File: src/hw/rtl/e2q_pkg.sv
`timescale 1ns / 1ps
// ----------------------------------------------------------------------------
// e2q_pkg
// Shared types, constants and the arctangent table for the
// roll/pitch/yaw to quaternion pipeline.
// ----------------------------------------------------------------------------
package e2q_pkg;

  // field widths
  localparam int ANGLE_W = 17;
  localparam int QUAT_W  = 16;
  localparam int Z_W     = 34;   // cordic datapath, Q2.30 plus guard bits
  localparam int TRIG_W  = 32;   // cosine / sine handed to the multiplier

  // parameter defaults
  localparam int OUT_FRAC_BITS_DEF   = 14;
  localparam int TRIG_ITERATIONS_DEF = 16;

  // angle codes: the half angle has a period of a full turn of codes
  localparam int FULL_TURN_CODES    = 92160;
  localparam int QUARTER_TURN_CODES = 23040;
  localparam int EIGHTH_TURN_CODES  = 11520;
  localparam int HALF_TURN_HALF     = 23040;   // rounding offset for /46080

  // pi in Q30 split as 46080 * PI_INT + PI_FRAC
  localparam int PI_INT  = 73204;
  localparam int PI_FRAC = 19106;

  // floor(v / 45) as (v * RECIP45) >> RECIP_SH, exact for v < 2^18
  localparam int RECIP45  = 372828;
  localparam int RECIP_SH = 24;

  localparam longint CORDIC_GAIN_Q30 = 64'sd652032874;

  // pipeline depths outside the cordic
  localparam int REDUCE_LAT = 4;
  localparam int QUAT_LAT   = 3;

  typedef struct packed {
    logic signed [TRIG_W-1:0] c;
    logic signed [TRIG_W-1:0] s;
  } trig_t;

  // rounded arctangent of 2^-k in Q30
  function automatic longint atan_q30(input int k);
    longint r;
    case (k)
      0:  r = 843314857;
      1:  r = 497837829;
      2:  r = 263043837;
      3:  r = 133525159;
      4:  r = 67021687;
      5:  r = 33543516;
      6:  r = 16775851;
      7:  r = 8388437;
      8:  r = 4194283;
      9:  r = 2097149;
      10: r = 1048576;
      11: r = 524288;
      12: r = 262144;
      13: r = 131072;
      14: r = 65536;
      15: r = 32768;
      16: r = 16384;
      17: r = 8192;
      18: r = 4096;
      19: r = 2048;
      20: r = 1024;
      21: r = 512;
      22: r = 256;
      23: r = 128;
      24: r = 64;
      25: r = 32;
      26: r = 16;
      27: r = 8;
      28: r = 4;
      29: r = 2;
      30: r = 1;
      default: r = 0;
    endcase
    return r;
  endfunction

endpackage

File: src/hw/rtl/e2q_cordic.sv
`timescale 1ns / 1ps
// ----------------------------------------------------------------------------
// e2q_cordic
// Unrolled rotation-mode cordic, one iteration per register stage,
// followed by a registered quarter-turn rotation of the result.
// ----------------------------------------------------------------------------
module e2q_cordic #(
  parameter int TRIG_ITERATIONS = e2q_pkg::TRIG_ITERATIONS_DEF
) (
  input  logic                            clk_i,
  input  logic                            en_i,
  input  logic signed [e2q_pkg::Z_W-1:0]  z_i,
  input  logic [1:0]                      quad_i,
  output e2q_pkg::trig_t                  trig_o
);

  localparam int ZW = e2q_pkg::Z_W;

  logic signed [ZW-1:0] x_q [TRIG_ITERATIONS];
  logic signed [ZW-1:0] y_q [TRIG_ITERATIONS];
  logic signed [ZW-1:0] z_q [TRIG_ITERATIONS];
  logic [1:0]           q_q [TRIG_ITERATIONS];

  for (genvar i = 0; i < TRIG_ITERATIONS; i++) begin : g_stage
    localparam int K = i % 32;
    logic signed [ZW-1:0] x_cur, y_cur, z_cur, dx, dy, atn;
    logic [1:0]           q_cur;

    // stage input: constant start vector or previous stage
    if (i == 0) begin : g_first
      assign x_cur = ZW'(e2q_pkg::CORDIC_GAIN_Q30);
      assign y_cur = '0;
      assign z_cur = z_i;
      assign q_cur = quad_i;
    end else begin : g_next
      assign x_cur = x_q[i-1];
      assign y_cur = y_q[i-1];
      assign z_cur = z_q[i-1];
      assign q_cur = q_q[i-1];
    end

    assign dx  = y_cur >>> K;
    assign dy  = x_cur >>> K;
    assign atn = ZW'(e2q_pkg::atan_q30(K));

    // one micro-rotation toward zero residual angle
    always_ff @(posedge clk_i) begin
      if (en_i) begin
        if (!z_cur[ZW-1]) begin
          x_q[i] <= x_cur - dx;
          y_q[i] <= y_cur + dy;
          z_q[i] <= z_cur - atn;
        end else begin
          x_q[i] <= x_cur + dx;
          y_q[i] <= y_cur - dy;
          z_q[i] <= z_cur + atn;
        end
        q_q[i] <= q_cur;
      end
    end
  end

  // quadrant rotation
  logic signed [e2q_pkg::TRIG_W-1:0] xf, yf;
  e2q_pkg::trig_t                    trig_d;

  assign xf = x_q[TRIG_ITERATIONS-1][e2q_pkg::TRIG_W-1:0];
  assign yf = y_q[TRIG_ITERATIONS-1][e2q_pkg::TRIG_W-1:0];

  always_comb begin
    case (q_q[TRIG_ITERATIONS-1])
      2'd0: begin
        trig_d.c = xf;
        trig_d.s = yf;
      end
      2'd1: begin
        trig_d.c = -yf;
        trig_d.s = xf;
      end
      2'd2: begin
        trig_d.c = -xf;
        trig_d.s = -yf;
      end
      default: begin
        trig_d.c = yf;
        trig_d.s = -xf;
      end
    endcase
  end

  always_ff @(posedge clk_i) begin
    if (en_i) begin
      trig_o <= trig_d;
    end
  end

endmodule

File: config.mk
export PLATFORM = sky130hd
export DESIGN_NAME = e2q_cordic
export DESIGN_NICKNAME = d
export VERILOG_FILES = /design/src/hw/rtl/e2q_pkg.sv /design/src/hw/rtl/e2q_cordic.sv
export SDC_FILE = /design/constraint.sdc
export NUM_CORES = 2
export LEC_CHECK = 0
export BUFFER_PORTS_ARGS = -buffer_cell sky130_fd_sc_hd__buf_2
export CAP_MARGIN = 25
export CORE_ASPECT_RATIO = 1.75
export CORE_MARGIN = 10
export CORE_UTILIZATION = 28
export DETAILED_ROUTE_END_ITERATION = 12
export HOLD_SLACK_MARGIN = 0.05
export PLACE_DENSITY = 0.52
export SLEW_MARGIN = 10
export SYNTH_ARGS = -nofsm -noshare
export SYNTH_HDL_FRONTEND = slang
export SYNTH_SLANG_ARGS = --single-unit
export TNS_END_PERCENT = 10
File: constraint.sdc
create_clock -name clk_i -period 6.4 [get_ports clk_i]
set_input_delay 0.32 -clock clk_i [delete_from_list [all_inputs] [get_ports clk_i]]
set_output_delay 0.32 -clock clk_i [all_outputs]
set_load 0.02 [all_outputs]
== After elaboration in Yosys (flattened, before gate mapping) ==
Memory sizes are Yosys's and may differ from the RTL's.
Cells that the tools add are included.
Operators by class
  $add $sub $neg: 94
  equal/unequal tests: 2
  mux-type cells: 147
  bitwise logic cells: 48
  reductions and logical operators: 1
Operators with widths (number)
  two-way mux 34 bit: 48
  case mux 64 bit (3 select lines): 1
  two-way mux 1 bit: 98
  adder 34 x 19 -> 34 bit: 2
  adder 34 x 20 -> 34 bit: 2
  adder 34 x 21 -> 34 bit: 2
  adder 34 x 22 -> 34 bit: 2
  adder 34 x 22 -> 34 bit (second input constant): 2
  adder 34 x 23 -> 34 bit: 2
  adder 34 x 24 -> 34 bit: 2
  adder 34 x 25 -> 34 bit: 2
  adder 34 x 26 -> 34 bit: 2
  adder 34 x 27 -> 34 bit: 2
  adder 34 x 28 -> 34 bit: 2
  adder 34 x 29 -> 34 bit: 2
  adder 34 x 30 -> 34 bit: 2
  adder 34 x 31 -> 34 bit: 2
  adder 34 x 32 -> 34 bit: 2
  adder 34 x 33 -> 34 bit: 2
  subtractor 34 x 19 -> 34 bit: 2
  subtractor 34 x 20 -> 34 bit: 2
  subtractor 34 x 21 -> 34 bit: 2
  subtractor 34 x 22 -> 34 bit: 2
  subtractor 34 x 22 -> 34 bit (second input constant): 2
  other kinds (44): 103
Storage, ports and cells
  flip-flop bits (word level): 64
  RAM bits: 1664
  input port bits: 38
  output and inout port bits: 64
  memories: 4
Memory list
  x_q: words 16, width 34, rd ports 16, clocked after Yosys merged registers in 0, write ports 16, RTL line e2q_cordic.sv:19  | logic signed [ZW-1:0] x_q [TRIG_ITERATIONS];
  y_q: words 16, width 34, rd ports 16, clocked after Yosys merged registers in 0, write ports 16, RTL line e2q_cordic.sv:20  | logic signed [ZW-1:0] y_q [TRIG_ITERATIONS];
  z_q: words 16, width 34, rd ports 15, clocked after Yosys merged registers in 0, write ports 16, RTL line e2q_cordic.sv:21  | logic signed [ZW-1:0] z_q [TRIG_ITERATIONS];
  q_q: words 16, width 2, rd ports 16, clocked after Yosys merged registers in 0, write ports 16, RTL line e2q_cordic.sv:22  | logic [1:0] q_q [TRIG_ITERATIONS];

== Logic depth before layout (Yosys ltp) ==
An unclocked memory read counts as a cell.
  word-level depth: 5
  gate-level depth with buffers: 22
  gate-level depth less buffers: 22

== Worst setup path after synthesis ==
OpenSTA, ideal clock, no wires.
  path kind: in2reg
  start point: input port en_i
  end point: memory x_q[0][236] (netlist bit) (data pin)
  data arrival time: 4.692 ns
  data required time: 6.134 ns
  slack: 1.442 ns
  cell stages on the path: 20
  cells stage by stage: clkbuf_1 -> clkbuf_1 -> nand2_1 -> inv_1 -> clkbuf_1 -> clkbuf_1 -> nor2_1 -> xor2_1 -> ha_1 -> a21o_1 -> a21oi_1 -> o21ai_0 -> a21o_1 -> a221o_1 -> a21oi_1 -> o31a_1 -> o31ai_1 -> a21oi_1 -> o221ai_1 -> xor2_1
RTL lines
  start: declaration: RTL line e2q_cordic.sv:11  | input logic en_i,
  end: declaration: RTL line e2q_cordic.sv:19

==> flow_metrics.py <==
metrics = {
    "outcome": {
        "status": "finished, final reports clean",
    },
    "clocking": {
        "cts_root_buffer": "clkbuf_16",
        "cts_tree": "yes",
        "h-tree-depth": 4,
        "ctsResizeCount": 0,
        "clk_pin_slew_ps": 60,
        "insertion_delay_ps": 880,
        "cts_buffer_depth": 4,
        "cts.sinks": 1484,
        "numCtsBuffers": 182,
    },
    "synthesis": {
        "yosysSeqAreaShare_pct": 36.3,
        "synth_edf_count": 1484,
        "synth.top_cell.area_share_pct": 36.3,
        "async_flop_share_pct": 0,
        "yosysTopAreaCell": "edfxtp_1",
        "ys_seq_elements": 1484,
        "netlist_instances": 12700,
        "synth.distinct_cells": 98,
        "avgSynthCellArea_um2": 9.68,
        "syn-num-nets": 14100,
        "ys_top_cells_by_area": "edfxtp_1 (36%), ha_1 (14%), xnor2_1 (9.1%)",
        "synth_area_um2": 123000,
        "ys.flop_type": "edfxtp_1",
        "synth_warnings": 0,
    },
    "timing": {
        "fmax_mhz": 168,
        "hold_violations": 0,
        "rsz0062_at_grt": "false",
        "post-route-period-util_pct": 92.9,
        "finClkSkew_ps": 71.7,
        "relSlewSlack_pct": 23.1,
        "setup-violations-final": 0,
        "slew_viol_final": 0,
        "period_minus_slack_ps": 5940,
        "worstMarginPinSlew_ps": 1140,
        "fin_tns_setup_ps": 0,
    },
    "placement": {
        "hpwl_um": 294000,
        "gp_congestion": 0.985,
        "numPlacedInstances": 18600,
        "portBuffers": 101,
        "dpl_cell_area_um2": 131000,
    },
    "floorplanning": {
        "die_height_um": 896,
        "design.core.area_um2": 437000,
        "dieArea_um2": 467000,
        "start_util_pct": 28.1,
        "io_pins": 102,
        "rows": 321,
        "die_w_um": 521,
    },
    "final_layout": {
        "final_area_um2": 137000,
        "layout_common_cells": "edfxtp_1 (1484), ha_1 (1340), xnor2_1 (1272)",
        "final_cell_count_no_fill": 18900,
        "num-nets-final": 14400,
        "layout_commonest_cell": "edfxtp_1",
        "fillers": 45500,
        "syn_to_final_growth_pct": 11.5,
        "drive_gt1_share_pct": 5.30,
        "fin_util_pct": 31.4,
    },
    "route": {
        "ant_nets": 0,
        "dr.pass1.iters": 6,
        "drt-total-wl_um": 353000,
        "vias": 93600,
        "post_drt_via_cell_ratio": 4.94,
        "drt_iter0_markers": 3249,
        "drc_errors": 0,
        "wire_per_inst_um": 18.7,
    },
    "critical_path": {
        "start_kind": "register",
        "path_class": "register to register",
        "worstSetupEndpointType": "register",
        "worstPathMaxFanout": 6,
        "critPathRequiredTime_ps": 6990,
        "worst_ep_arrival_time_ps": 6530,
    },
    "global_route": {
        "grt_pass1_vias": 97200,
        "antenna_found_initial": 1,
        "grt_max_degree": 129,
        "track_usage_pct": 14.5,
        "grt_overflow": 0,
        "grt_pass1_wl_um": 534000,
    },
    "hold_path": {
        "hold_class": "input port to register",
    },
    "flow_run": {
        "maxCapViolations": 0,
    },
}
[worst paths after layout]
kind,slack [ps],cells after the start,from,end
hold / removal,150,6,z_i[10],z_q[0][10]
setup / recovery,460,20,y_q[1][48],x_q[1][97]
setup reg to reg,460,20,y_q[1][48],x_q[1][97]
hold reg to reg,420,0,z_q[1][52],z_q[1][86]
[kinds of logic after synthesis]
logic type,count (synthesis),synth area share (%)
flip-flops,1484,36.3
multiplexers,108,0.947
AND/OR/NAND/NOR,3279,13.0
buffers and inverters,747,2.28
XOR/XNOR,1876,13.4
adder cells (fa/ha/maj),1385,14.4
AO/OA/AOI/OAI,3812,19.8
[cell type report]
| type | instances | area [µm²] | share of cell area, % |
|---|---|---|---|
| tap | 5814 | 7270 | 5.31 |
| clock inverter | 86 | 538 | 0.392 |
| sequential | 1484 | 44600 | 32.5 |
| antenna | 1 | 2.50 | 0.00183 |
| multi-input combinational | 10500 | 75500 | 55.1 |
| timing repair buffer | 324 | 2330 | 1.70 |
| inverter | 539 | 2020 | 1.48 |
| clock buffer | 229 | 4790 | 3.50 |
[state kept, by name, indices dropped and copies added (netlist names)]
signal and count:
y_q 509, x_q 482, z_q 397, trig_o 64
q_q 32
[worst max-delay path, cell delays in order, from the launching register on]
cell and delay (ps):
edfxtp_1 480, or3_1 440, or2_2 310, nor3_1 830, nand2_1 250, nor2_1 340
nand2_1 140, nand2_1 110, xnor2_1 240, ha_1 390, a21o_1 200, a21o_1 210
a21oi_1 150, o21ai_0 130, a21oi_1 160, o21bai_1 80, a31oi_1 290, o21ai_0 280
or2_2 350, a21oi_1 170, xnor2_1 70
[layer usage]
layer  vias to the layer above  GRT usage [%]  wire length, µm
met4                         0           13.0            37600
met1                     43200           10.1            97300
met5                         -              0                0
li1                      47700              -                -
met2                      1619           31.9           210000
met3                      1113           1.53             8070
[metrics by stage]
step           hold slack (ps)  setup slack [ps]
2_1_floorplan              400              1440
3_3_place_gp               403               489
3_5_place_dp               405               503
4_1_cts                   56.8               452
5_1_grt                    166               179
6_report                   150               456
[cell usage after synthesis, types with 223 or more instances]
cell type / number
a21o_1: 588
a21oi_1: 1264
edfxtp_1: 1484
ha_1: 1340
inv_1: 534
nand2_1: 710
nand3_1: 223
nor2_1: 991
nor3_1: 265
o21ai_0: 706
xnor2_1: 1272
xor2_1: 602
[repair_timing]
| item | in CTS | in global routing |
|---|---|---|
| hold endpoints to repair | 78 | 0 |
| buffers inserted | 0 | 0 |
| hold buffers | 53 | 0 |
Power is not shown: default switching activity piles up to over one toggle a cycle in this logic, so the estimate is an artifact.
