===== src/hw/rtl/e2q_pkg.sv =====
`timescale 1ns / 1ps
// ----------------------------------------------------------------------------
// e2q_pkg
// Shared types, constants and the arctangent table for the
// roll/pitch/yaw to quaternion pipeline.
// ----------------------------------------------------------------------------
package e2q_pkg;

  // field widths
  localparam int ANGLE_W = 17;
  localparam int QUAT_W  = 16;
  localparam int Z_W     = 34;   // cordic datapath, Q2.30 plus guard bits
  localparam int TRIG_W  = 32;   // cosine / sine handed to the multiplier

  // parameter defaults
  localparam int OUT_FRAC_BITS_DEF   = 14;
  localparam int TRIG_ITERATIONS_DEF = 16;

  // angle codes: the half angle has a period of a full turn of codes
  localparam int FULL_TURN_CODES    = 92160;
  localparam int QUARTER_TURN_CODES = 23040;
  localparam int EIGHTH_TURN_CODES  = 11520;
  localparam int HALF_TURN_HALF     = 23040;   // rounding offset for /46080

  // pi in Q30 split as 46080 * PI_INT + PI_FRAC
  localparam int PI_INT  = 73204;
  localparam int PI_FRAC = 19106;

  // floor(v / 45) as (v * RECIP45) >> RECIP_SH, exact for v < 2^18
  localparam int RECIP45  = 372828;
  localparam int RECIP_SH = 24;

  localparam longint CORDIC_GAIN_Q30 = 64'sd652032874;

  // pipeline depths outside the cordic
  localparam int REDUCE_LAT = 4;
  localparam int QUAT_LAT   = 3;

  typedef struct packed {
    logic signed [TRIG_W-1:0] c;
    logic signed [TRIG_W-1:0] s;
  } trig_t;

  // rounded arctangent of 2^-k in Q30
  function automatic longint atan_q30(input int k);
    longint r;
    case (k)
      0:  r = 843314857;
      1:  r = 497837829;
      2:  r = 263043837;
      3:  r = 133525159;
      4:  r = 67021687;
      5:  r = 33543516;
      6:  r = 16775851;
      7:  r = 8388437;
      8:  r = 4194283;
      9:  r = 2097149;
      10: r = 1048576;
      11: r = 524288;
      12: r = 262144;
      13: r = 131072;
      14: r = 65536;
      15: r = 32768;
      16: r = 16384;
      17: r = 8192;
      18: r = 4096;
      19: r = 2048;
      20: r = 1024;
      21: r = 512;
      22: r = 256;
      23: r = 128;
      24: r = 64;
      25: r = 32;
      26: r = 16;
      27: r = 8;
      28: r = 4;
      29: r = 2;
      30: r = 1;
      default: r = 0;
    endcase
    return r;
  endfunction

endpackage


===== src/hw/rtl/e2q_angle_reduce.sv =====
`timescale 1ns / 1ps
// ----------------------------------------------------------------------------
// e2q_angle_reduce
// Folds a 1/128-degree angle code into a quadrant and a residual
// half angle in Q2.30 radians. Four register stages.
// ----------------------------------------------------------------------------
module e2q_angle_reduce (
  input  logic                                clk_i,
  input  logic                                en_i,
  input  logic signed [e2q_pkg::ANGLE_W-1:0]  angle_i,
  output logic signed [e2q_pkg::Z_W-1:0]      z_o,
  output logic [1:0]                          quad_o
);

  // stage 1: wrap into one period, split into quadrant and remainder
  logic signed [17:0] code_ext;
  logic signed [17:0] u_ext;
  logic [16:0]        u;
  logic [2:0]         q4;
  logic [16:0]        off;
  logic signed [17:0] r;
  logic signed [17:0] r_abs;
  logic [13:0]        mag_d, mag_q;
  logic               neg_d, neg_q1, neg_q2, neg_q3;
  logic [1:0]         quad_q1, quad_q2, quad_q3;

  assign code_ext = 18'(angle_i);
  assign u_ext    = code_ext[17] ? code_ext + 18'(e2q_pkg::FULL_TURN_CODES) : code_ext;
  assign u        = u_ext[16:0];

  always_comb begin
    if (u < 17'(e2q_pkg::EIGHTH_TURN_CODES)) begin
      q4 = 3'd0;
    end else if (u < 17'(e2q_pkg::EIGHTH_TURN_CODES + e2q_pkg::QUARTER_TURN_CODES)) begin
      q4 = 3'd1;
    end else if (u < 17'(e2q_pkg::EIGHTH_TURN_CODES + 2 * e2q_pkg::QUARTER_TURN_CODES)) begin
      q4 = 3'd2;
    end else if (u < 17'(e2q_pkg::EIGHTH_TURN_CODES + 3 * e2q_pkg::QUARTER_TURN_CODES)) begin
      q4 = 3'd3;
    end else begin
      q4 = 3'd4;
    end
  end

  always_comb begin
    case (q4)
      3'd0:    off = 17'd0;
      3'd1:    off = 17'(e2q_pkg::QUARTER_TURN_CODES);
      3'd2:    off = 17'(2 * e2q_pkg::QUARTER_TURN_CODES);
      3'd3:    off = 17'(3 * e2q_pkg::QUARTER_TURN_CODES);
      default: off = 17'(4 * e2q_pkg::QUARTER_TURN_CODES);
    endcase
  end

  assign r     = signed'({1'b0, u}) - signed'({1'b0, off});
  assign r_abs = r[17] ? -r : r;
  assign mag_d = r_abs[13:0];
  assign neg_d = r[17];

  always_ff @(posedge clk_i) begin
    if (en_i) begin
      mag_q   <= mag_d;
      neg_q1  <= neg_d;
      quad_q1 <= q4[1:0];
    end
  end

  // stage 2: integer and fractional parts of mag * pi / 46080
  logic [30:0] a_d, a_q;
  logic [27:0] t_d;
  logic [17:0] v_q;

  assign a_d = 31'(mag_q) * 31'(e2q_pkg::PI_INT);
  assign t_d = 28'(mag_q) * 28'(e2q_pkg::PI_FRAC) + 28'(e2q_pkg::HALF_TURN_HALF);

  always_ff @(posedge clk_i) begin
    if (en_i) begin
      a_q     <= a_d;
      v_q     <= t_d[27:10];
      neg_q2  <= neg_q1;
      quad_q2 <= quad_q1;
    end
  end

  // stage 3: divide the fractional part by 45 with a reciprocal
  logic [36:0] recip_prod;
  logic [30:0] zmag_q;

  assign recip_prod = 37'(v_q) * 37'(e2q_pkg::RECIP45);

  always_ff @(posedge clk_i) begin
    if (en_i) begin
      zmag_q  <= a_q + 31'(recip_prod[36:e2q_pkg::RECIP_SH]);
      neg_q3  <= neg_q2;
      quad_q3 <= quad_q2;
    end
  end

  // stage 4: apply the remainder sign
  logic signed [e2q_pkg::Z_W-1:0] zpos;

  assign zpos = signed'(e2q_pkg::Z_W'(zmag_q));

  always_ff @(posedge clk_i) begin
    if (en_i) begin
      z_o    <= neg_q3 ? -zpos : zpos;
      quad_o <= quad_q3;
    end
  end

endmodule


===== config.mk =====
export PLATFORM = sky130hd
export DESIGN_NAME = e2q_angle_reduce
export DESIGN_NICKNAME = d
export VERILOG_FILES = /design/src/hw/rtl/e2q_pkg.sv /design/src/hw/rtl/e2q_angle_reduce.sv
export SDC_FILE = /design/constraint.sdc
export NUM_CORES = 1
export LEC_CHECK = 0
export BUFFER_PORTS_ARGS = -buffer_cell sky130_fd_sc_hd__buf_2
export CORE_UTILIZATION = 23
export CTS_BUF_LIST = sky130_fd_sc_hd__clkbuf_16
export CTS_CLUSTER_SIZE = 12
export DETAILED_ROUTE_END_ITERATION = 8
export PLACE_DENSITY = 0.46
export SLEW_MARGIN = 20
export SYNTH_ARGS = -nofsm -noshare
export SYNTH_HDL_FRONTEND = slang
export SYNTH_SLANG_ARGS = --single-unit

===== constraint.sdc =====
create_clock -name clk_i -period 8.1 [get_ports clk_i]
set_input_delay 0.81 -clock clk_i [delete_from_list [all_inputs] [get_ports clk_i]]
set_output_delay 0.81 -clock clk_i [all_outputs]
set_load 0.02 [all_outputs]

### Word-level counts from Yosys, hierarchy flattened

Cells that the tools add are included.

* add/subtract/negate cells: 6
* multipliers: 3
* div/mod/pow operators: 0
* order comparisons: 4
* equality and inequality tests: 3
* shift operators: 0
* muxes and demuxes: 8
* bitwise logic cells: 0
* reduce and logical (&&, ||, !) cells: 1

Operators with widths (number)
* $pmux W17 S4: 1
* $mul A18 B17 Y35 const B: 1
* $lt A17 B16 Y1 const B: 2
* $neg A31 Y34: 1
* $add A31 B13 Y31: 1
* $mux W31: 1
* $mul A14 B15 Y29 const B: 1
* $add A28 B15 Y28 const B: 1
* $mul A14 B14 Y27 const B: 1
* $sub A17 B17 Y18: 1
* $add A17 B17 Y17 const B: 1
* $lt A17 B14 Y1 const B: 1
* $lt A17 B17 Y1 const B: 1
* $mux W17: 1
* $mux W14: 1
* $neg A14 Y14: 1
* $mux W3: 4
* $eq A3 B2 Y1 const B: 2
* $eq A3 B1 Y1 const B: 1
* $logic_not A3 Y1: 1

* bits in registers: 137
* bits in latches: 0
* memory bits (writable): 0
* memory bits (read-only): 0
* bits of input ports: 19
* output and inout bits: 36
* memories: 0

### Longest topological paths before layout

* depth after elaboration: 12
* mapped depth: 32

### Worst setup path after synthesis

Ideal clock, no wire load.

* path type: flip-flop to flip-flop
* start point: register v_q[7]
* end point: register zmag_q[20] (data pin)
* setup time: 0.262 ns
* arrival: 7.140 ns
* data required time: 7.838 ns
* slack: 0.697 ns
* stages on the path, launching flop included: 29
* buffers on the path: 0
* clock period less this slack: 7.403 ns
* cells stage by stage: edfxtp_1 -> ha_1 -> inv_1 -> fa_1 -> fa_1 -> fa_1 -> fa_1 -> fa_1 -> inv_1 -> ha_1 -> a21o_1 -> a21o_1 -> a21oi_1 -> o21ai_0 -> a221o_1 -> and2_1 -> a21oi_1 -> xnor2_1 -> ha_1 -> nor2b_1 -> o21ai_0 -> a21boi_1 -> o21ai_0 -> a21boi_1 -> o21ai_0 -> a21oi_1 -> o2111ai_1 -> a21oi_1 -> xor2_1

* longest elaborated chain between the ends: 2

RTL lines
* start, declared: RTL line e2q_angle_reduce.sv:71 `logic [17:0] v_q;`
* start signal, assigned: RTL line e2q_angle_reduce.sv:79 `v_q <= t_d[27:10];`
* $mul A18 B17 Y35: RTL line e2q_angle_reduce.sv:89 `assign recip_prod = 37'(v_q) * 37'(e2q_pkg::RECIP45);`
* $add A31 B13 Y31: RTL line e2q_angle_reduce.sv:93 `zmag_q <= a_q + 31'(recip_prod[36:e2q_pkg::RECIP_SH]);`
* end signal, assigned: RTL line e2q_angle_reduce.sv:93
* end, declared: RTL line e2q_angle_reduce.sv:87 `logic [30:0] zmag_q;`

Every way passes these cells.
A chain may end at the register's enable or synchronous reset.

### Final worst setup path

* start point: register v_q[2]
* end point: register zmag_q[16] (data pin)

Same word-level chain as after synthesis.

==> impl_results.md <==
- IO Pins: 55
- Setup crit start kind: flop
- CTS tree: yes
- DIE AREA: 80800 µm²
- Gpl congestion: 0.877
- Multiplexer share of the synthesized area: 0.109%
- Max Clock Freq: 130 MHz
- Post-synthesis compound-gate area fraction: 8.96%
- Multi-input logic area: 12700 µm²
- Reg area: 4110 µm²
- Clock buffer depth: 2
- Worst Hold End: neg_q2
- Clock-pin transition on the worst setup and hold timing paths: 70 ps
- Synth Instances: 1714
- FF-to-FF path depth: 28
- CTS root buf: clkbuf_16
- Global-route wire length before repair: 65200 µm
- Seq cells post-synth: 137
- Worst slew pin tran: 1050 ps
- Synth Area in Adders: 46.4%
- Port bufs: 54
- Non-Filler Instances: 2859
- Core Rows: 103
- CTS Buf Count: 17
- Initial antenna violation count: 3
- R2r endpoint: zmag_q[16]
- Number of fill cells: 8386
- Max Cap Viol: 0
- Synth cell types: 74
- Grt total ovfl: 0
- Hold Path Class: reg2reg
- Largest family of logic cells by synthesized area: adder cells
- TNS Setup: 0 ps
- DR WL/cell: 13.8 µm
- Synth Area in XOR/XNOR: 7.03%
- Outcome: completed
- Final hold vios: 0
- Critical path capture point type: flop
- Drt via density: 4.12
- Area Growth Syn to Fin: 12.5%
- Async set-reset flop share out of synthesis: 0%
- Die Ht: 284 µm
- Final min period: 7710 ps
- Synth Warn #: 0
- WP data required: 8370 ps
- Max-slew violation count: 0
- Fin nets: 2373
- Vias in the first global route: 12.7k
- Kind of critical path: reg2reg
- Critical R2R Launch: v_q[2]
- Core Region: 78900 µm²
- Final Skew: 18.1 ps
- Critical Path Max Stage Delay: 550 ps
- Final WL: 39500 µm
- # clock sinks: 137
- GR Util All Layers: 10.1%
- Mean area per synthesized cell: 10.7 µm²
- Most used cell, CP: fa_1
- CTS H-tree lvls: 4
- Initial core utilization: 23.2%
- Post-route ant nets: 0
- Share of cells above drive strength 1: 7.36%
- Die W: 284 µm
- Largest net degree at the start of global routing: 71
- CP max FO: 5
- Synth Area in Simple Gates: 6.69%
- Worst-Skew Late Latency: 450 ps
- Ratio of final minimum period to clock period: 95.2%
- Post-synth design cell area: 18300 µm²
- Post-synth EDFFs: 137
- Final setup viols: 0
- Drc violations: 0
- Top_reg_cell synth: edfxtp_1
- WHS Path Cells: 0
- 1st-iter DRT viols: 405
- Pre-antenna DRT Iters: 4
- Sequential share of the synthesized area: 22.5%
- Placed Cells: 2820
- Slew margin rel.: 29.7%
- Worst EP arrival: 7980 ps
- Hold path start: neg_q1
- Routed vias: 11.8k
- Slowest stage cell on the critical path: fa_1
- R2r setup slk: 390 ps
- RSZ-0062 raised after global routing: no
- Syn nets: 2291
- Post-detail-place hpwl: 33600 µm
==> how the worst max path moves through the flow <==
stage | start | end | slack [ps] | cells past startpoint
2_1_floorplan | v_q[7] | zmag_q[20] | 700 | 28
3_3_place_gp | v_q[3] | zmag_q[30] | 250 | 33
3_5_place_dp | v_q[5] | zmag_q[16] | 80 | 28
4_1_cts | v_q[5] | zmag_q[16] | 60 | 28
5_1_grt | v_q[2] | zmag_q[22] | 30 | 30
6_report | v_q[2] | zmag_q[16] | 390 | 28
==> critical path: cells and delay by family (launching register included) <==
family	cells	cell delay, ps
fa+ha+maj	8	3550
flops	1	510
simple gates	3	830
compound gates	14	2390
buf+inv	2	100
xor+xnor	1	160
==> layout by cell type, fill, tap and decap left out, drive strengths merged, types with 12 or more instances in the layout <==
cell and count:
inv 399, ha 355, fa 203, edfxtp 137, xnor2 105, buf 73
a21oi 70, o21ai 47, nand2 45, nor2 45, xor2 42, a21o 26
and3 17, nand3 17, clkbuf 17, o31ai 14, nand2b 12, and2 12
==> flip-flops by register name (all words and copies together), names as in the netlist <==
| name | cells |
|---|---|
| v_q | 18 |
| neg_q2 | 1 |
| a_q | 29 |
| quad_q1 | 2 |
| mag_q | 14 |
| quad_q3 | 2 |
| zmag_q | 31 |
| quad_o | 2 |
| neg_q1 | 1 |
| quad_q2 | 2 |
| neg_q3 | 1 |
| z_o | 34 |
==> kinds of logic after synthesis <==
kind of cell	after synthesis
AOI/OAI and AO/OA	242
xor gates and xnor gates	147
adders and majority gates	558
buffers and inverters	405
DFF	137
muxes	2
and+or+nand+nor	223
==> metrics by stage <==
stage                     cell area (µm²)  hold slack [ps]  utilization, %  worst slack (ps)
after floorplan                     18300              400               -               697
after global placement              20000              401            25.3               255
after detailed placement            20000              406            25.3              83.5
after CTS                           20500              403            26.0              61.5
after global routing                20600              420            26.1              32.4
final                               20600              406            26.1               390
==> synth_stat cells, types with 9 or more instances <==
master    number  area (µm²)
ha_1         355        4440
nor2b_1        9        56.3
a31oi_1        9        56.3
edfxtp_1     137        4110
xor2_1        42         368
and3_1        17         106
nor2_1        45         169
a21oi_1       67         335
inv_1        395        1480
o21ai_0       40         200
xnor2_1      105         920
nand4_1       10        62.6
nand2b_1      12        75.1
and2_1        11        68.8
nand3_1       17        85.1
nand2_1       45         169
clkbuf_1       9        33.8
a21o_1        26         195
fa_1         203        4060
o31ai_1       14         105
==> timing repair <==
action | in CTS | in global routing
endpoints found under the setup margin | 0 | 16
resized for setup | 0 | 8
hold buffers | 0 | 0
setup buffers | 0 | 7
==> layer usage <==
metal	up-vias	wire length (µm)	share of wire [%]	GRT usage, %
met5	-	17	0.043	0
met4	2	658	1.7	2.66
met3	36	1010	2.6	1.93
met2	125	18400	47	17.0
met1	5717	19400	49	13.2
li1	5912	-	-	-
==> area by class of cell <==
type	count	share of cell area, %
Timing Repair Buffer	73	2.03
Tap cell	1050	6.37
Clock inverter	14	0.716
Clock buffer	17	2.06
Inverter	395	7.19
Sequential cell	137	20.0
Antenna cell	1	0.0121
Multi-Input combinational cell	1172	61.6
Power is not shown: default switching activity piles up to over one toggle a cycle in this logic, so the estimate is an artifact.
